==> config.mk <==
export PLATFORM = sky130hd
export DESIGN_NAME = m4a_mul
export DESIGN_NICKNAME = d
export VERILOG_FILES = /design/src/sv/m4a_pkg.sv /design/src/sv/m4a_mul.sv
export SDC_FILE = /design/constraint.sdc
export NUM_CORES = 2
export LEC_CHECK = 0
export BUFFER_PORTS_ARGS = -buffer_cell sky130_fd_sc_hd__buf_2
export CAP_MARGIN = 10
export CORE_ASPECT_RATIO = 1.25
export CORE_MARGIN = 1.5
export CORE_UTILIZATION = 55
export CTS_CLUSTER_SIZE = 40
export DETAILED_ROUTE_END_ITERATION = 7
export GPL_TIMING_DRIVEN = 0
export PLACE_DENSITY_LB_ADDON = 0.2
export SLEW_MARGIN = 30
export SYNTH_ARGS = -nofsm -noshare
export SYNTH_HDL_FRONTEND = slang
export SYNTH_SLANG_ARGS = --single-unit
==> constraint.sdc <==
create_clock -name clk -period 11.85 [get_ports clk]
set_clock_uncertainty 0.05 [all_clocks]
set_input_delay 1.7775 -clock clk [delete_from_list [all_inputs] [get_ports clk]]
set_output_delay 1.7775 -clock clk [all_outputs]
set_load 0.05 [all_outputs]
==> src/sv/m4a_pkg.sv <==
// Shared types, codes and sizing constants for the 4x4 fixed-point matrix unit.
// Used by every module of the block; no dependencies.
package m4a_pkg;

	localparam int DATA_W        = 32;
	localparam int FRAC_BITS_DEF = 16;
	localparam int NUM_ELEMS     = 16;
	localparam int IDX_W         = 4;
	// Intermediate values are clamped to +-2^LIM_EXP and kept signed in IW bits.
	localparam int LIM_EXP       = 60;
	localparam int IW            = LIM_EXP + 2;
	localparam int PW            = 2 * IW;
	localparam int AW            = PW + 4;
	// Serial multiplier digit size.
	localparam int DIG_W         = 8;
	localparam int NDIG          = (IW + DIG_W - 1) / DIG_W;
	localparam int MB_W          = NDIG * DIG_W;

	typedef enum logic [1:0] {
		KIND_LOAD_A,
		KIND_LOAD_B,
		KIND_START
	} kind_t;

	typedef enum logic [2:0] {
		OP_MUL,
		OP_ADD,
		OP_SUB,
		OP_SCALE,
		OP_DIV,
		OP_TRANS,
		OP_DET
	} op_t;

	typedef enum logic [1:0] {
		STAT_OK,
		STAT_SAT,
		STAT_DIVZ
	} stat_t;

	typedef enum logic [2:0] {
		S_IDLE,
		S_DIVZ,
		S_READ,
		S_EXEC,
		S_WAIT
	} state_t;

	// Determinant sub-steps: two minor products, the 3x3 term, the 4x4 term.
	typedef enum logic [1:0] {
		PH_MIN0,
		PH_MIN1,
		PH_D3,
		PH_D4
	} dph_t;

	typedef struct packed {
		kind_t                     kind;
		logic [IDX_W-1:0]          elem_index;
		logic signed [DATA_W-1:0]  operand_value;
		op_t                       op;
	} req_t;

	typedef struct packed {
		logic signed [DATA_W-1:0]  result_value;
		logic [IDX_W-1:0]          result_index;
		logic                      last;
		stat_t                     status;
	} res_t;

	// j-th column (ascending) of the 3x3 minor that drops column i.
	function automatic logic [1:0] col_of(input logic [1:0] i, input logic [1:0] j);
		return (j < i) ? j : j + 2'd1;
	endfunction

	// Successor modulo three.
	function automatic logic [1:0] next3(input logic [1:0] k);
		return (k == 2'd2) ? 2'd0 : k + 2'd1;
	endfunction

endpackage

==> src/sv/m4a_mul.sv <==
// Shared serial signed multiplier, one DIG_W-bit digit of the multiplier per cycle.
// Depends on m4a_pkg.
module m4a_mul import m4a_pkg::*; (
	input  logic                  clk,
	input  logic                  arst_n,
	input  logic                  start,
	input  logic signed [IW-1:0]  a,
	input  logic signed [IW-1:0]  b,
	output logic                  done,
	output logic signed [PW-1:0]  prod
);

	localparam int CW = $clog2(NDIG + 1);

	logic [IW-1:0]       am_q;
	logic [MB_W-1:0]     bm_q;
	logic [PW-1:0]       pm_q;
	logic                neg_q;
	logic                run_q;
	logic [CW-1:0]       cnt_q;
	logic [IW-1:0]       a_mag;
	logic [IW-1:0]       b_mag;
	logic [IW+DIG_W-1:0] pp;

	assign a_mag = a[IW-1] ? IW'(-a) : IW'(a);
	assign b_mag = b[IW-1] ? IW'(-b) : IW'(b);
	assign pp    = am_q * bm_q[MB_W-1 -: DIG_W];

	always_ff @(posedge clk or negedge arst_n) begin
		if (!arst_n) begin
			run_q <= 1'b0;
			done  <= 1'b0;
			cnt_q <= '0;
		end else begin
			done <= 1'b0;
			if (start) begin
				run_q <= 1'b1;
				cnt_q <= '0;
			end else if (run_q) begin
				if (cnt_q == CW'(NDIG)) begin
					run_q <= 1'b0;
					done  <= 1'b1;
				end else begin
					cnt_q <= cnt_q + 1'b1;
				end
			end
		end
	end

	always_ff @(posedge clk) begin
		if (start) begin
			am_q  <= a_mag;
			bm_q  <= MB_W'(b_mag);
			pm_q  <= '0;
			neg_q <= a[IW-1] ^ b[IW-1];
		end else if (run_q) begin
			if (cnt_q == CW'(NDIG)) begin
				// apply the sign once the magnitude is complete
				prod <= neg_q ? -$signed(pm_q) : $signed(pm_q);
			end else begin
				pm_q <= (pm_q << DIG_W) + PW'(pp);
				bm_q <= bm_q << DIG_W;
			end
		end
	end

endmodule

After elaboration in Yosys (flattened, before gate mapping). Cells that the tools add are included.

Output and inout bits: 125. Logic and storage cells: 40. Input bits: 127. Register bits: 381.

Reduce and logical (&&, ||, !) cells: 4. Add/sub/neg operators: 5. $mul: 1. Bitwise logic cells: 3. Mux-type cells: 15. Equality and inequality tests: 2.

Operators with widths (count): 2-to-1 mux 62 bit (4); adder 124 x 70 -> 124 bit (1); 2-to-1 mux 124 bit (1); negation 124 bit (1); negation 62 bit (2); multiplier 62 x 8 -> 70 bit (1); 2-to-1 mux 61 bit (1); 2-to-1 mux 4 bit (3); 2-to-1 mux 1 bit (6); adder 4 x 1 -> 4 bit (second input constant) (1); == test 4 bit (second input constant) (1); AND reduction 2 bit (2); AND reduction 3 bit (1); != test 2 bit (second input constant) (1); inverter 1 bit (2); nonzero test 2 bit (1); XOR 1 bit (1).

Logic depth before layout (Yosys ltp).
Depth in word-level cells: 4. Mapped depth: 24. Gate-level depth less buffers: 20.

Least setup slack after synthesis. OpenSTA, ideal clock, no wires.

Path type: input-to-reg. From: input port start. To: register prod[0] (enable). Setup time: 0.785 ns. Path buffers: 3. Data arrival time: 11.373 ns. Path slack: -0.358 ns. Required time: 11.015 ns. Cell stages on the path: 4. Path through: clkbuf_1 -> clkbuf_1 -> clkbuf_1 -> nor3b_1.

Longest elaborated chain between the ends: 2.

RTL lines: start, declared (line m4a_mul.sv:6) `input logic start,`; inverter 1 bit (no source line); AND reduction 3 bit (no source line); end signal, assigned (line m4a_mul.sv:59) `prod <= neg_q ? -$signed(pm_q) : $signed(pm_q);`; end, declared (line m4a_mul.sv:10) `output logic signed [PW-1:0] prod`.

No other way between the ends. A chain may end at the register's enable or synchronous reset.

Worst setup path after layout.
From: register bm_q[56]. To: register pm_q[104].

Longest elaborated chain between the ends: 2.

RTL lines: start, declared (line m4a_mul.sv:16) `logic [MB_W-1:0] bm_q;`; start signal, assigned (line m4a_mul.sv:53) `bm_q <= MB_W'(b_mag);`; start signal, assigned (line m4a_mul.sv:62) `bm_q <= bm_q << DIG_W;`; multiplier 62 x 8 -> 70 bit (line m4a_mul.sv:27) `assign pp = am_q * bm_q[MB_W-1 -: DIG_W];`; adder 124 x 70 -> 124 bit (line m4a_mul.sv:61) `pm_q <= (pm_q << DIG_W) + PW'(pp);`; end signal, assigned (line m4a_mul.sv:61); end, declared (line m4a_mul.sv:17) `logic [PW-1:0] pm_q;`.

No other way between the ends.

==> impl_metrics.ini <==
[yosys]
ys_top_cells_by_count = 499 x inv_1, 421 x fa_1, 370 x and2_1
ys_ff_latch = 381
synth-seq-area-share = 0.2802
yosysMostFrequentCell = inv_1
synth_edf_count = 249
syn_avg_cell_area_um2 = 9.375
synth.top_cell.area_share = 0.2327
synth_ff_type = edfxtp_1
synth.distinct_cells = 68
yosys_warnings = 0
syn_nets = 4515
yosys.area.top_type = fa_1
netlist_area_um2 = 36230
async_flop_share = 0.01575
syn-instance-count = 3864
synth_top_cells_by_area = fa_1 23%, edfxtp_1 21%, dfxtp_1 7.0%, and2_1 6.4%, xnor2_1 6.1%

[timing]
max_freq_mhz = 116.0
hold_viol = 0
post-route-min-period_ns = 8.624
rsz0062_at_grt = false
setup_viol = 0
final_max_slew_viol_count = 0
max_slew.worst_pin.slew_ns = 1.088
post-route-period-util = 0.7277
relSlewSlack = 0.2750
fin_tns_setup_ns = 0

[cts]
clk_pin_slew_ns = 0.07
clock-sinks = 381
postCtsResizedCells = 0
postCtsHoldBufs = 0
cts-root-buf = clkbuf_16
cts.path.max_buffers = 3
htree_levels = 2
clock_latency_ns = 0.59
post_cts_buffers = 0
cts_tree = built
numCtsBuffers = 41

[global_route]
grt_max_degree = 65
grt_overflow = 0
grtUsageTotal = 0.3196
grt_first_pass_wirelength_um = 164400
antenna_found_initial = 3
grt_pass1_vias = 29250

[routing]
wl_um = 107400
vias_per_cell = 5.728
route.vias.total = 28960
drtPass1Iterations = 6
antenna_left = 0
drt_iter0_markers = 2365
drc = 0
wl_per_cell_um = 21.25

[run]
drv_cap = 0

[worst_setup_path]
path_class = flop to flop
path_max_fanout = 10
endpoint_kind = flop
crit_arrival_ns = 9.02
start_kind = flop
cp_data_required_time_ns = 12.24

[layout]
multiInputGateArea_um2 = 23450
area_delta_synth_final_pct = 10.51
fillers = 5692
fin_nets = 4816
seqCellArea_um2 = 10150
layout-drive-gt1-share = 0.08601

[floorplanning]
core_region_area_um2 = 65430
initial_core_util = 0.5537
dieArea_um2 = 67420
ios = 252
die-width_um = 232.6
chipHeight_um = 289.9
rows = 105

[place]
place.gp.congestion = 0.9800
io_buffers = 249
hpwl_um = 88190

[hold_path]
min_path_type = flop to flop

[run_status]
status = finished clean
==> layout make-up <==
type	count	share of cell area
multi-input cells	2773	0.5856
flip-flops and latches	381	0.2535
inverters	500	0.04688
repair buffers	258	0.03403
clock buffers	55	0.02822
well taps	856	0.02675
plain buffers	210	0.01985
clock inverters	20	0.004907
diodes	3	0.0001875
==> flip-flops by register name (all words and copies together), names as in the netlist <==
register / count
run_q: 1
am_q: 62
prod: 124
bm_q: 64
cnt_q: 4
pm_q: 124
neg_q: 1
done: 1
==> layout by cell type, fill, tap and decap left out, drive strengths merged, types with 20 or more instances in the layout <==
cell	synthesis	layout
inv	500	503
fa	421	421
and2	370	370
nand2	318	318
a21oi	292	292
clkbuf	207	262
buf	3	261
xnor2	253	253
edfxtp	249	249
o21ai	149	149
nor2	144	144
dfxtp	126	126
ha	103	103
xor2	97	97
o31ai	80	80
nand4	56	56
nand3	52	52
or3	45	45
nor3	38	38
or4	38	38
o41ai	32	32
o22ai	31	31
a21o	27	27
and3	25	25
nor4	23	23
o21bai	20	20
==> logic make-up (layout without fill, tap and decap cells) <==
group / after synthesis / after routing / synth area share
AND/OR/NAND/NOR: 1173 / 1173 / 0.1714
AO/OA/AOI/OAI: 724 / 724 / 0.1214
buffers and inverters: 710 / 1043 / 0.07357
adder cells (fa/ha/maj): 524 / 524 / 0.2682
flip-flops: 381 / 381 / 0.2802
XOR/XNOR: 350 / 350 / 0.08462
multiplexers: 2 / 2 / 0.0005526
other: 0 / 3 / 0
==> per-stage QoR <==
| stage | setup WS [ns] | utilization | hold slack, ns | cell area, um^2 | instances |
|---|---|---|---|---|---|
| 2_1_floorplan | 4.094 | - | 0.3858 | 36230 | 3864 |
| 4_1_cts | 3.464 | 0.6116 | 0.4070 | 40010 | 5053 |
| 3_3_place_gp | 1.106 | 0.5892 | 0.3909 | 38550 | 4969 |
| 6_report | 3.226 | 0.6119 | 0.4061 | 40030 | 5056 |
| 3_5_place_dp | 3.480 | 0.5913 | 0.3963 | 38690 | 4978 |
| 5_1_grt | 2.957 | 0.6118 | 0.4269 | 40030 | 5054 |
==> worst paths after layout <==
kind | endpoint | cells past startpoint | slack [ns] | start
worst max register to register | pm_q[104]$_SDFFE_PP0P_ | 22 | 3.23 | bm_q[56]$_DFFE_PP_
worst min-delay path | bm_q[63]$_SDFFE_PP0P_ | 1 | 0.41 | bm_q[55]$_DFFE_PP_
worst min register to register | bm_q[63]$_SDFFE_PP0P_ | 1 | 0.41 | bm_q[55]$_DFFE_PP_
min in group asynchronous | done$_DFF_PN0_ | 1 | 0.98 | arst_n
max in group asynchronous | cnt_q[2]$_DFFE_PN0P_ | 1 | 10.60 | arst_n
worst max-delay path | pm_q[104]$_SDFFE_PP0P_ | 22 | 3.23 | bm_q[56]$_DFFE_PP_
==> per-layer routing <==
| metal | up-vias | wire, um | part of all wire | track usage |
|---|---|---|---|---|
| li1 | 13420 | - | - | - |
| met1 | 14170 | 42380 | 0.39 | 0.4000 |
| met2 | 1121 | 51650 | 0.48 | 0.5335 |
| met3 | 243 | 7643 | 0.071 | 0.05405 |
| met4 | 4 | 5742 | 0.053 | 0.1574 |
| met5 | - | 22 | 0.00020 | 0 |
==> critical path: stages (launching register included) <==
cell       delay (ns)
edfxtp_1         0.32
clkbuf_1         0.66
clkbuf_1         0.73
nand2_1          0.16
fa_1             0.53
inv_1            0.06
fa_1             0.46
fa_1             0.49
inv_1            0.05
fa_1             0.53
inv_1            0.04
ha_1             0.27
clkbuf_1         0.28
o211ai_1         0.20
nor2_1           0.12
a21oi_1          0.15
o41a_1           0.56
o21ai_0          0.79
nand3_1          0.63
clkbuf_1         0.44
a2111oi_0        0.69
xnor2_1          0.19
a21oi_1          0.08
Power is left out: the tool's default activity adds up to more than one toggle a clock period on the data nets, which glitch-free logic cannot reach.
