File: src/sv/m4a_pkg.sv
// Shared types, codes and sizing constants for the 4x4 fixed-point matrix unit.
// Used by every module of the block; no dependencies.
package m4a_pkg;

	localparam int DATA_W        = 32;
	localparam int FRAC_BITS_DEF = 16;
	localparam int NUM_ELEMS     = 16;
	localparam int IDX_W         = 4;
	// Intermediate values are clamped to +-2^LIM_EXP and kept signed in IW bits.
	localparam int LIM_EXP       = 60;
	localparam int IW            = LIM_EXP + 2;
	localparam int PW            = 2 * IW;
	localparam int AW            = PW + 4;
	// Serial multiplier digit size.
	localparam int DIG_W         = 8;
	localparam int NDIG          = (IW + DIG_W - 1) / DIG_W;
	localparam int MB_W          = NDIG * DIG_W;

	typedef enum logic [1:0] {
		KIND_LOAD_A,
		KIND_LOAD_B,
		KIND_START
	} kind_t;

	typedef enum logic [2:0] {
		OP_MUL,
		OP_ADD,
		OP_SUB,
		OP_SCALE,
		OP_DIV,
		OP_TRANS,
		OP_DET
	} op_t;

	typedef enum logic [1:0] {
		STAT_OK,
		STAT_SAT,
		STAT_DIVZ
	} stat_t;

	typedef enum logic [2:0] {
		S_IDLE,
		S_DIVZ,
		S_READ,
		S_EXEC,
		S_WAIT
	} state_t;

	// Determinant sub-steps: two minor products, the 3x3 term, the 4x4 term.
	typedef enum logic [1:0] {
		PH_MIN0,
		PH_MIN1,
		PH_D3,
		PH_D4
	} dph_t;

	typedef struct packed {
		kind_t                     kind;
		logic [IDX_W-1:0]          elem_index;
		logic signed [DATA_W-1:0]  operand_value;
		op_t                       op;
	} req_t;

	typedef struct packed {
		logic signed [DATA_W-1:0]  result_value;
		logic [IDX_W-1:0]          result_index;
		logic                      last;
		stat_t                     status;
	} res_t;

	// j-th column (ascending) of the 3x3 minor that drops column i.
	function automatic logic [1:0] col_of(input logic [1:0] i, input logic [1:0] j);
		return (j < i) ? j : j + 2'd1;
	endfunction

	// Successor modulo three.
	function automatic logic [1:0] next3(input logic [1:0] k);
		return (k == 2'd2) ? 2'd0 : k + 2'd1;
	endfunction

endpackage

File: src/sv/m4a_div.sv
// Restoring divider for (num * 2^FRAC_BITS) / den, one quotient bit per cycle,
// truncated toward zero and saturated to the data range. Depends on m4a_pkg.
module m4a_div import m4a_pkg::*; #(
	parameter int FRAC_BITS = FRAC_BITS_DEF
) (
	input  logic                     clk,
	input  logic                     arst_n,
	input  logic                     start,
	input  logic signed [DATA_W-1:0] num,
	input  logic signed [DATA_W-1:0] den,
	output logic                     done,
	output logic signed [DATA_W-1:0] quot,
	output logic                     sat
);

	localparam int NW = DATA_W + FRAC_BITS;
	localparam int CW = $clog2(NW + 1);
	localparam logic [NW-1:0] LIM_N = NW'(1) << (DATA_W - 1);
	localparam logic [NW-1:0] LIM_P = LIM_N - NW'(1);

	logic [NW-1:0]     num_q;
	logic [NW-1:0]     quo_q;
	logic [DATA_W-1:0] rem_q;
	logic [DATA_W-1:0] den_q;
	logic              neg_q;
	logic              run_q;
	logic [CW-1:0]     cnt_q;
	logic [DATA_W-1:0] n_mag;
	logic [DATA_W-1:0] d_mag;
	logic [DATA_W:0]   remx;
	logic [DATA_W:0]   rdiff;
	logic              ge;
	logic [NW-1:0]     lim;
	logic [NW-1:0]     qmag;

	assign n_mag = num[DATA_W-1] ? DATA_W'(-num) : DATA_W'(num);
	assign d_mag = den[DATA_W-1] ? DATA_W'(-den) : DATA_W'(den);
	assign remx  = {rem_q, num_q[NW-1]};
	assign rdiff = remx - {1'b0, den_q};
	assign ge    = (remx >= {1'b0, den_q});
	assign lim   = neg_q ? LIM_N : LIM_P;
	assign qmag  = (quo_q > lim) ? lim : quo_q;

	always_ff @(posedge clk or negedge arst_n) begin
		if (!arst_n) begin
			run_q <= 1'b0;
			done  <= 1'b0;
			cnt_q <= '0;
		end else begin
			done <= 1'b0;
			if (start) begin
				run_q <= 1'b1;
				cnt_q <= '0;
			end else if (run_q) begin
				if (cnt_q == CW'(NW)) begin
					run_q <= 1'b0;
					done  <= 1'b1;
				end else begin
					cnt_q <= cnt_q + 1'b1;
				end
			end
		end
	end

	always_ff @(posedge clk) begin
		if (start) begin
			num_q <= NW'(n_mag) << FRAC_BITS;
			den_q <= d_mag;
			neg_q <= num[DATA_W-1] ^ den[DATA_W-1];
			rem_q <= '0;
			quo_q <= '0;
		end else if (run_q) begin
			if (cnt_q == CW'(NW)) begin
				sat  <= (quo_q > lim);
				quot <= neg_q ? -$signed(qmag[DATA_W-1:0]) : $signed(qmag[DATA_W-1:0]);
			end else begin
				rem_q <= ge ? rdiff[DATA_W-1:0] : remx[DATA_W-1:0];
				quo_q <= {quo_q[NW-2:0], ge};
				num_q <= num_q << 1;
			end
		end
	end

endmodule

File: config.mk
export PLATFORM = sky130hd
export DESIGN_NAME = m4a_div
export DESIGN_NICKNAME = d
export VERILOG_FILES = /design/src/sv/m4a_pkg.sv /design/src/sv/m4a_div.sv
export SDC_FILE = /design/constraint.sdc
export NUM_CORES = 1
export LEC_CHECK = 0
export BUFFER_PORTS_ARGS = -buffer_cell sky130_fd_sc_hd__buf_2
export CORE_ASPECT_RATIO = 1.5
export CORE_MARGIN = 1
export CORE_UTILIZATION = 29
export CTS_CLUSTER_DIAMETER = 200
export DETAILED_ROUTE_END_ITERATION = 7
export GPL_TIMING_DRIVEN = 0
export PLACE_DENSITY = 0.49
export SKIP_LAST_GASP = 1
export SLEW_MARGIN = 30
export SYNTH_ARGS = -nofsm -noshare
export SYNTH_HDL_FRONTEND = slang
export SYNTH_SLANG_ARGS = --single-unit
export TNS_END_PERCENT = 50
File: constraint.sdc
create_clock -name clk -period 12.54 [get_ports clk]
set_clock_uncertainty 0.15 [all_clocks]
set_input_delay 2.508 -clock clk [delete_from_list [all_inputs] [get_ports clk]]
set_output_delay 2.508 -clock clk [all_outputs]
set_load 0.01 [all_outputs]
### After elaboration in Yosys (flattened, before gate mapping)

Index checks and enable logic that the tools add are counted.

* register bits after elaboration: 186
* word-level logic and storage cells: 45
* output and inout bits: 34
* bits of input ports: 67

* add/subtract/negate cells: 5
* equality and inequality tests: 2
* reduce and logical (&&, ||, !) cells: 4
* bitwise operators: 3
* muxes and demuxes: 18
* order comparisons: 2

Operator list (count)
* $mux 32: 5
* $mux 48: 3
* $neg 32->32: 3
* $gt 48x32->1: 1
* $ge 33x32->1: 1
* $sub 32x32->32: 1
* $mux 31: 1
* $mux 6: 3
* $add 6x1->6 const B: 1
* $eq 6x6->1 const B: 1
* $mux 1: 6
* $reduce_and 2->1: 2
* $reduce_and 3->1: 1
* $ne 2x2->1 const B: 1
* $not 1->1: 2
* $reduce_bool 2->1: 1
* $xor 1x1->1: 1

### Depth between registers and ports, before layout

* word-level depth: 5
* gate-level depth with buffers: 24
* gate-level depth less buffers: 20

### Worst setup path before layout

OpenSTA, ideal clock, no wires.

* path type: input -> register
* from: input start
* to: register quot[0], enable pin
* arrival time: 5.371 ns
* stages: 3
* path slack: 6.548 ns
* setup time: 0.471 ns
* data required time: 11.919 ns
* buffers on the path: 2
* cells stage by stage: clkbuf_1 clkbuf_1 nor3b_1

* cells in the longest elaborated chain, start to end: 2

Ends and longest elaborated chain
* from (decl): line m4a_div.sv:8 `input logic start,`
* $not 1->1 (no line)
* $reduce_and 3->1 (no line)
* to (signal assigned): line m4a_div.sv:75 `quot <= neg_q ? -$signed(qmag[DATA_W-1:0]) : $signed(qmag[DATA_W-1:0]);`
* to (decl): line m4a_div.sv:12 `output logic signed [DATA_W-1:0] quot,`

Every way passes these cells.
A chain may end at the register's enable or synchronous reset.

### Final worst setup path

* from: register neg_q
* to: register quot[30], data pin

* cells in the longest elaborated chain, start to end: 5

Ends and longest elaborated chain
* from (decl): line m4a_div.sv:25 `logic neg_q;`
* from (signal assigned): line m4a_div.sv:69 `neg_q <= num[DATA_W-1] ^ den[DATA_W-1];`
* $mux 32: line m4a_div.sv:41 `assign lim = neg_q ? LIM_N : LIM_P;`
* $gt 48x32->1: line m4a_div.sv:42 `assign qmag = (quo_q > lim) ? lim : quo_q;`
* $mux 32: line m4a_div.sv:42
* $neg 32->32: line m4a_div.sv:75
* $mux 32 *: line m4a_div.sv:75

Every way passes the cells marked *; elsewhere a longest branch is shown, timed or not.

==> impl_metrics.py <==
metrics = {
    "finish": {
        "syn_to_final_growth_pct": 15.7,
        "total_area_of_sequential_cells_um2": 4740,
        "area_taken_by_multi_input_logic_gates_um2": 5890,
        "nets": 1410,
        "commonest_cells_after_routing_fill_and_taps_aside": "sky130_fd_sc_hd__a21oi_1 (106), sky130_fd_sc_hd__buf_2 (100), sky130_fd_sc_hd__edfxtp_1 (98), sky130_fd_sc_hd__dfxtp_1 (80)",
        "layout-drive-gt1-share_pct": 11.8,
        "antenna_cells": 0,
        "design_area_um2": 12800,
        "final_common_cell": "sky130_fd_sc_hd__a21oi_1",
        "filler_cell_count": 3917,
    },
    "min_path": {
        "hold_startpoint": "rem_q[31]$_SDFFE_PP0P_",
        "min_path_cells": 2,
        "hold_path.class": "register to register",
        "worstHoldEndpoint": "rem_q[31]$_SDFFE_PP0P_",
    },
    "clocking": {
        "cts.sink_count": 186,
        "worstSkewPairLatency_ns": 0.45,
        "cts_root_buf": "sky130_fd_sc_hd__clkbuf_16",
        "htree_levels": 4,
        "cts_tree": "yes",
        "number_of_hold_repair_buffers_added_at_the_cts_stage": 0,
        "clock_edge_transition_at_the_registers_on_the_reported_setup_and_hold_paths_ns": 0.07,
        "numCtsBuffers": 17,
        "ctsResizeCount": 0,
        "cts_max_path_buffers": 2,
        "postCtsSetupRepairBufs": 0,
    },
    "critical_path": {
        "r2r-start": "neg_q$_DFFE_PP_",
        "path_cells": "clkbuf_1 -> clkinv_1 -> clkbuf_1 -> ha_1 -> nand4_1 -> nor2_1 -> nand3b_1 -> o21bai_1 -> a21oi_1 -> clkbuf_1 -> clkbuf_1 -> nand2_1 -> o21ai_1 -> ha_1 -> nand2b_1 -> or4_1 -> or4_1 -> nor2_1 -> nand2_1 -> o41ai_1 -> xor2_1 -> a21oi_1",
        "crit_path_class": "register to register",
        "r2r_setup_slack_ns": 4.87,
        "cp_slowest_stage_delay_ns": 0.73,
        "critPathSlowestCell": "sky130_fd_sc_hd__edfxtp_1",
        "startpoint_type": "register",
        "critical_path_arrival_ns": 7.70,
        "worst_r2r_endpoint": "quot[30]$_DFFE_PP_",
        "cp_num_buf_inv": 5,
        "worst_r2r_path_depth": 22,
        "timing.critical_path.fanout_max": 13,
        "critical_path.top_delay_family": "buffers and inverters",
        "cp-end-kind": "register",
        "required_ns": 12.57,
        "crit_top_cell": "sky130_fd_sc_hd__clkbuf_1",
        "critPathLaunch": "neg_q$_DFFE_PP_",
    },
    "timing": {
        "final.setup.worst_slack_ns": 4.87,
        "hold_fails_final_rpt": 0,
        "clock.fmax_mhz": 130,
        "final_max_slew_viol_count": 0,
        "timing.hold.ws_ns": 0.319,
        "setup_tns_ns": 0,
        "min_period_ns": 7.67,
        "setup_viol_count_final": 0,
        "grt_setup_unrepaired": "no",
        "final_min_period_over_clock_period_pct": 61.1,
        "tightest_slew_ns": 0.900,
        "slew_headroom_pct": 40.0,
    },
    "yosys": {
        "async_reset_ff_share_pct": 4.30,
        "ys.warnings.count": 0,
        "synth_cell_type_count": 70,
        "synthFlopType": "sky130_fd_sc_hd__edfxtp_1",
        "synth-edff-count": 98,
        "yosysSeqAreaShare_pct": 42.9,
        "postSynthCellCount": 1149,
        "syn_area_um2": 11100,
        "yosys_register_bits": 186,
        "mappedNetlistNets": 1286,
        "synth.avg_cell_area_um2": 9.62,
    },
    "grt": {
        "antenna_found_initial": 0,
        "total_global_route_track_usage_pct": 15.8,
        "grt_remaining_overflow": 0,
        "grt_first_pass_wirelength_um": 47600,
        "grt_pass1_vias": 9002,
        "grt_max_degree": 36,
    },
    "floorplan": {
        "die-area_um2": 38900,
        "die_h_um": 241,
        "rows": 87,
        "starting_utilization_of_the_core_area_pct": 29.4,
        "fp.coreArea_um2": 37600,
        "die-width_um": 161,
        "ios": 101,
    },
    "routing": {
        "detailroute.via_count": 9064,
        "wl_um": 29700,
        "final_antenna_net_count": 0,
        "wl_per_cell_um": 16.7,
        "drt-pass1-iter-count": 5,
        "via_per_inst": 5.11,
        "initial_drc_count": 439,
        "drc": 0,
    },
    "placement": {
        "io_buffer_count": 100,
        "dpl.hpwl_um": 22600,
        "gp_congestion": 0.828,
        "place_worst_setup_slack_ns": 4.92,
        "dpl-instance-area_um2": 12200,
    },
    "power_and_ir_drop": {
        "power.leakage_uw": 0.00520,
        "power_density_nw_per_um2": 108,
        "design_power_total_uw": 1380,
        "worst_vdd_drop_mv": 0.0663,
    },
    "status": {
        "outcome": "complete, no violations",
    },
    "run": {
        "maxCapViolCount": 0,
    },
}
[report_power, final]
group | internal (uW) | switching [uW] | total [uW]
registers | 669 | 10.4 | 679
logic | 62.7 | 98.2 | 161
clock network | 284 | 254 | 538
[layout make-up]
type	instances	share of cell area [%]
multi-input combinational	854	46.1
sequential	186	37.1
tap	489	4.79
timing repair buffer	105	4.24
clock buffer	21	3.85
inverter	56	1.64
buffer	53	1.62
clock inverter	11	0.636
[per-layer routing]
layer | routed length, um | track usage (%) | part of all wire, %
met5 | 0 | 0 | 0
met4 | 877 | 8.00 | 3.0
met3 | 817 | 1.98 | 2.8
met2 | 15800 | 29.7 | 53
met1 | 12200 | 17.1 | 41
[worst register-to-register path, cell delays in order, from the launching register on]
cell and delay [ns]:
sky130_fd_sc_hd__edfxtp_1 0.73, sky130_fd_sc_hd__clkbuf_1 0.40, sky130_fd_sc_hd__clkinv_1 0.43, sky130_fd_sc_hd__clkbuf_1 0.43, sky130_fd_sc_hd__ha_1 0.42, sky130_fd_sc_hd__nand4_1 0.12, sky130_fd_sc_hd__nor2_1 0.16, sky130_fd_sc_hd__nand3b_1 0.13
sky130_fd_sc_hd__o21bai_1 0.18, sky130_fd_sc_hd__a21oi_1 0.63, sky130_fd_sc_hd__clkbuf_1 0.53, sky130_fd_sc_hd__clkbuf_1 0.43, sky130_fd_sc_hd__nand2_1 0.09, sky130_fd_sc_hd__o21ai_1 0.10, sky130_fd_sc_hd__ha_1 0.23, sky130_fd_sc_hd__nand2b_1 0.07
sky130_fd_sc_hd__or4_1 0.53, sky130_fd_sc_hd__or4_1 0.53, sky130_fd_sc_hd__nor2_1 0.22, sky130_fd_sc_hd__nand2_1 0.14, sky130_fd_sc_hd__o41ai_1 0.40, sky130_fd_sc_hd__xor2_1 0.24, sky130_fd_sc_hd__a21oi_1 0.10
[registers in the layout (all words and copies together), names as in the netlist]
| signal | cells |
|---|---|
| rem_q | 32 |
| run_q | 1 |
| cnt_q | 6 |
| quot | 32 |
| quo_q | 48 |
| neg_q | 1 |
| num_q | 32 |
| den_q | 32 |
| sat | 1 |
| done | 1 |
[worst max-delay path by stage]
stage / slack [ns] / to / cells past startpoint
2_1_floorplan: 6.55 / quot[0]$_DFFE_PP_ / 3
3_3_place_gp: 4.49 / quot[30]$_DFFE_PP_ / 22
3_5_place_dp: 4.92 / quot[30]$_DFFE_PP_ / 22
4_1_cts: 4.87 / quot[30]$_DFFE_PP_ / 22
5_1_grt: 4.32 / quot[30]$_DFFE_PP_ / 22
6_report: 4.87 / quot[30]$_DFFE_PP_ / 22
[cells by family after synthesis]
logic type / after synthesis / synth area share (%)
AOI/OAI and AO/OA: 361 / 21.2
and+or+nand+nor: 297 / 13.8
DFF: 186 / 42.9
buffers and inverters: 109 / 3.77
xor gates and xnor gates: 100 / 7.93
adders and majority gates: 70 / 7.99
muxes: 26 / 2.38
[metrics by stage]
stage	utilization [%]	std cells
finish	34.0	1775
global route	34.0	1775
CTS	34.0	1775
detailed placement	32.5	1743
global placement	32.4	1738
floorplan	-	1149
[synth_stat cells (13+ instances only)]
cell                       number  area share (%)
sky130_fd_sc_hd__edfxtp_1      98              27
sky130_fd_sc_hd__a21oi_1      106             4.8
sky130_fd_sc_hd__a21o_1        23             1.6
sky130_fd_sc_hd__xor2_1        52             4.1
sky130_fd_sc_hd__nand4_1       18             1.0
sky130_fd_sc_hd__or4_1         15             1.0
sky130_fd_sc_hd__or3_1         20             1.1
sky130_fd_sc_hd__nor4_1        15            0.85
sky130_fd_sc_hd__nand2_1       76             2.6
sky130_fd_sc_hd__ha_1          69             7.8
sky130_fd_sc_hd__dfxtp_1       80              14
sky130_fd_sc_hd__nor2_1        76             2.6
sky130_fd_sc_hd__o21ai_0       36             1.6
sky130_fd_sc_hd__inv_1         52             1.8
sky130_fd_sc_hd__o21ai_1       49             2.2
sky130_fd_sc_hd__nor3_1        20            0.91
sky130_fd_sc_hd__xnor2_1       48             3.8
sky130_fd_sc_hd__mux2i_1       24             2.2
sky130_fd_sc_hd__clkbuf_1      47             1.6
sky130_fd_sc_hd__o41ai_1       13             1.0
sky130_fd_sc_hd__o31ai_1       25             1.7
sky130_fd_sc_hd__a22o_1        44             3.5
No activity file was read; power rests on OpenSTA's default activity.
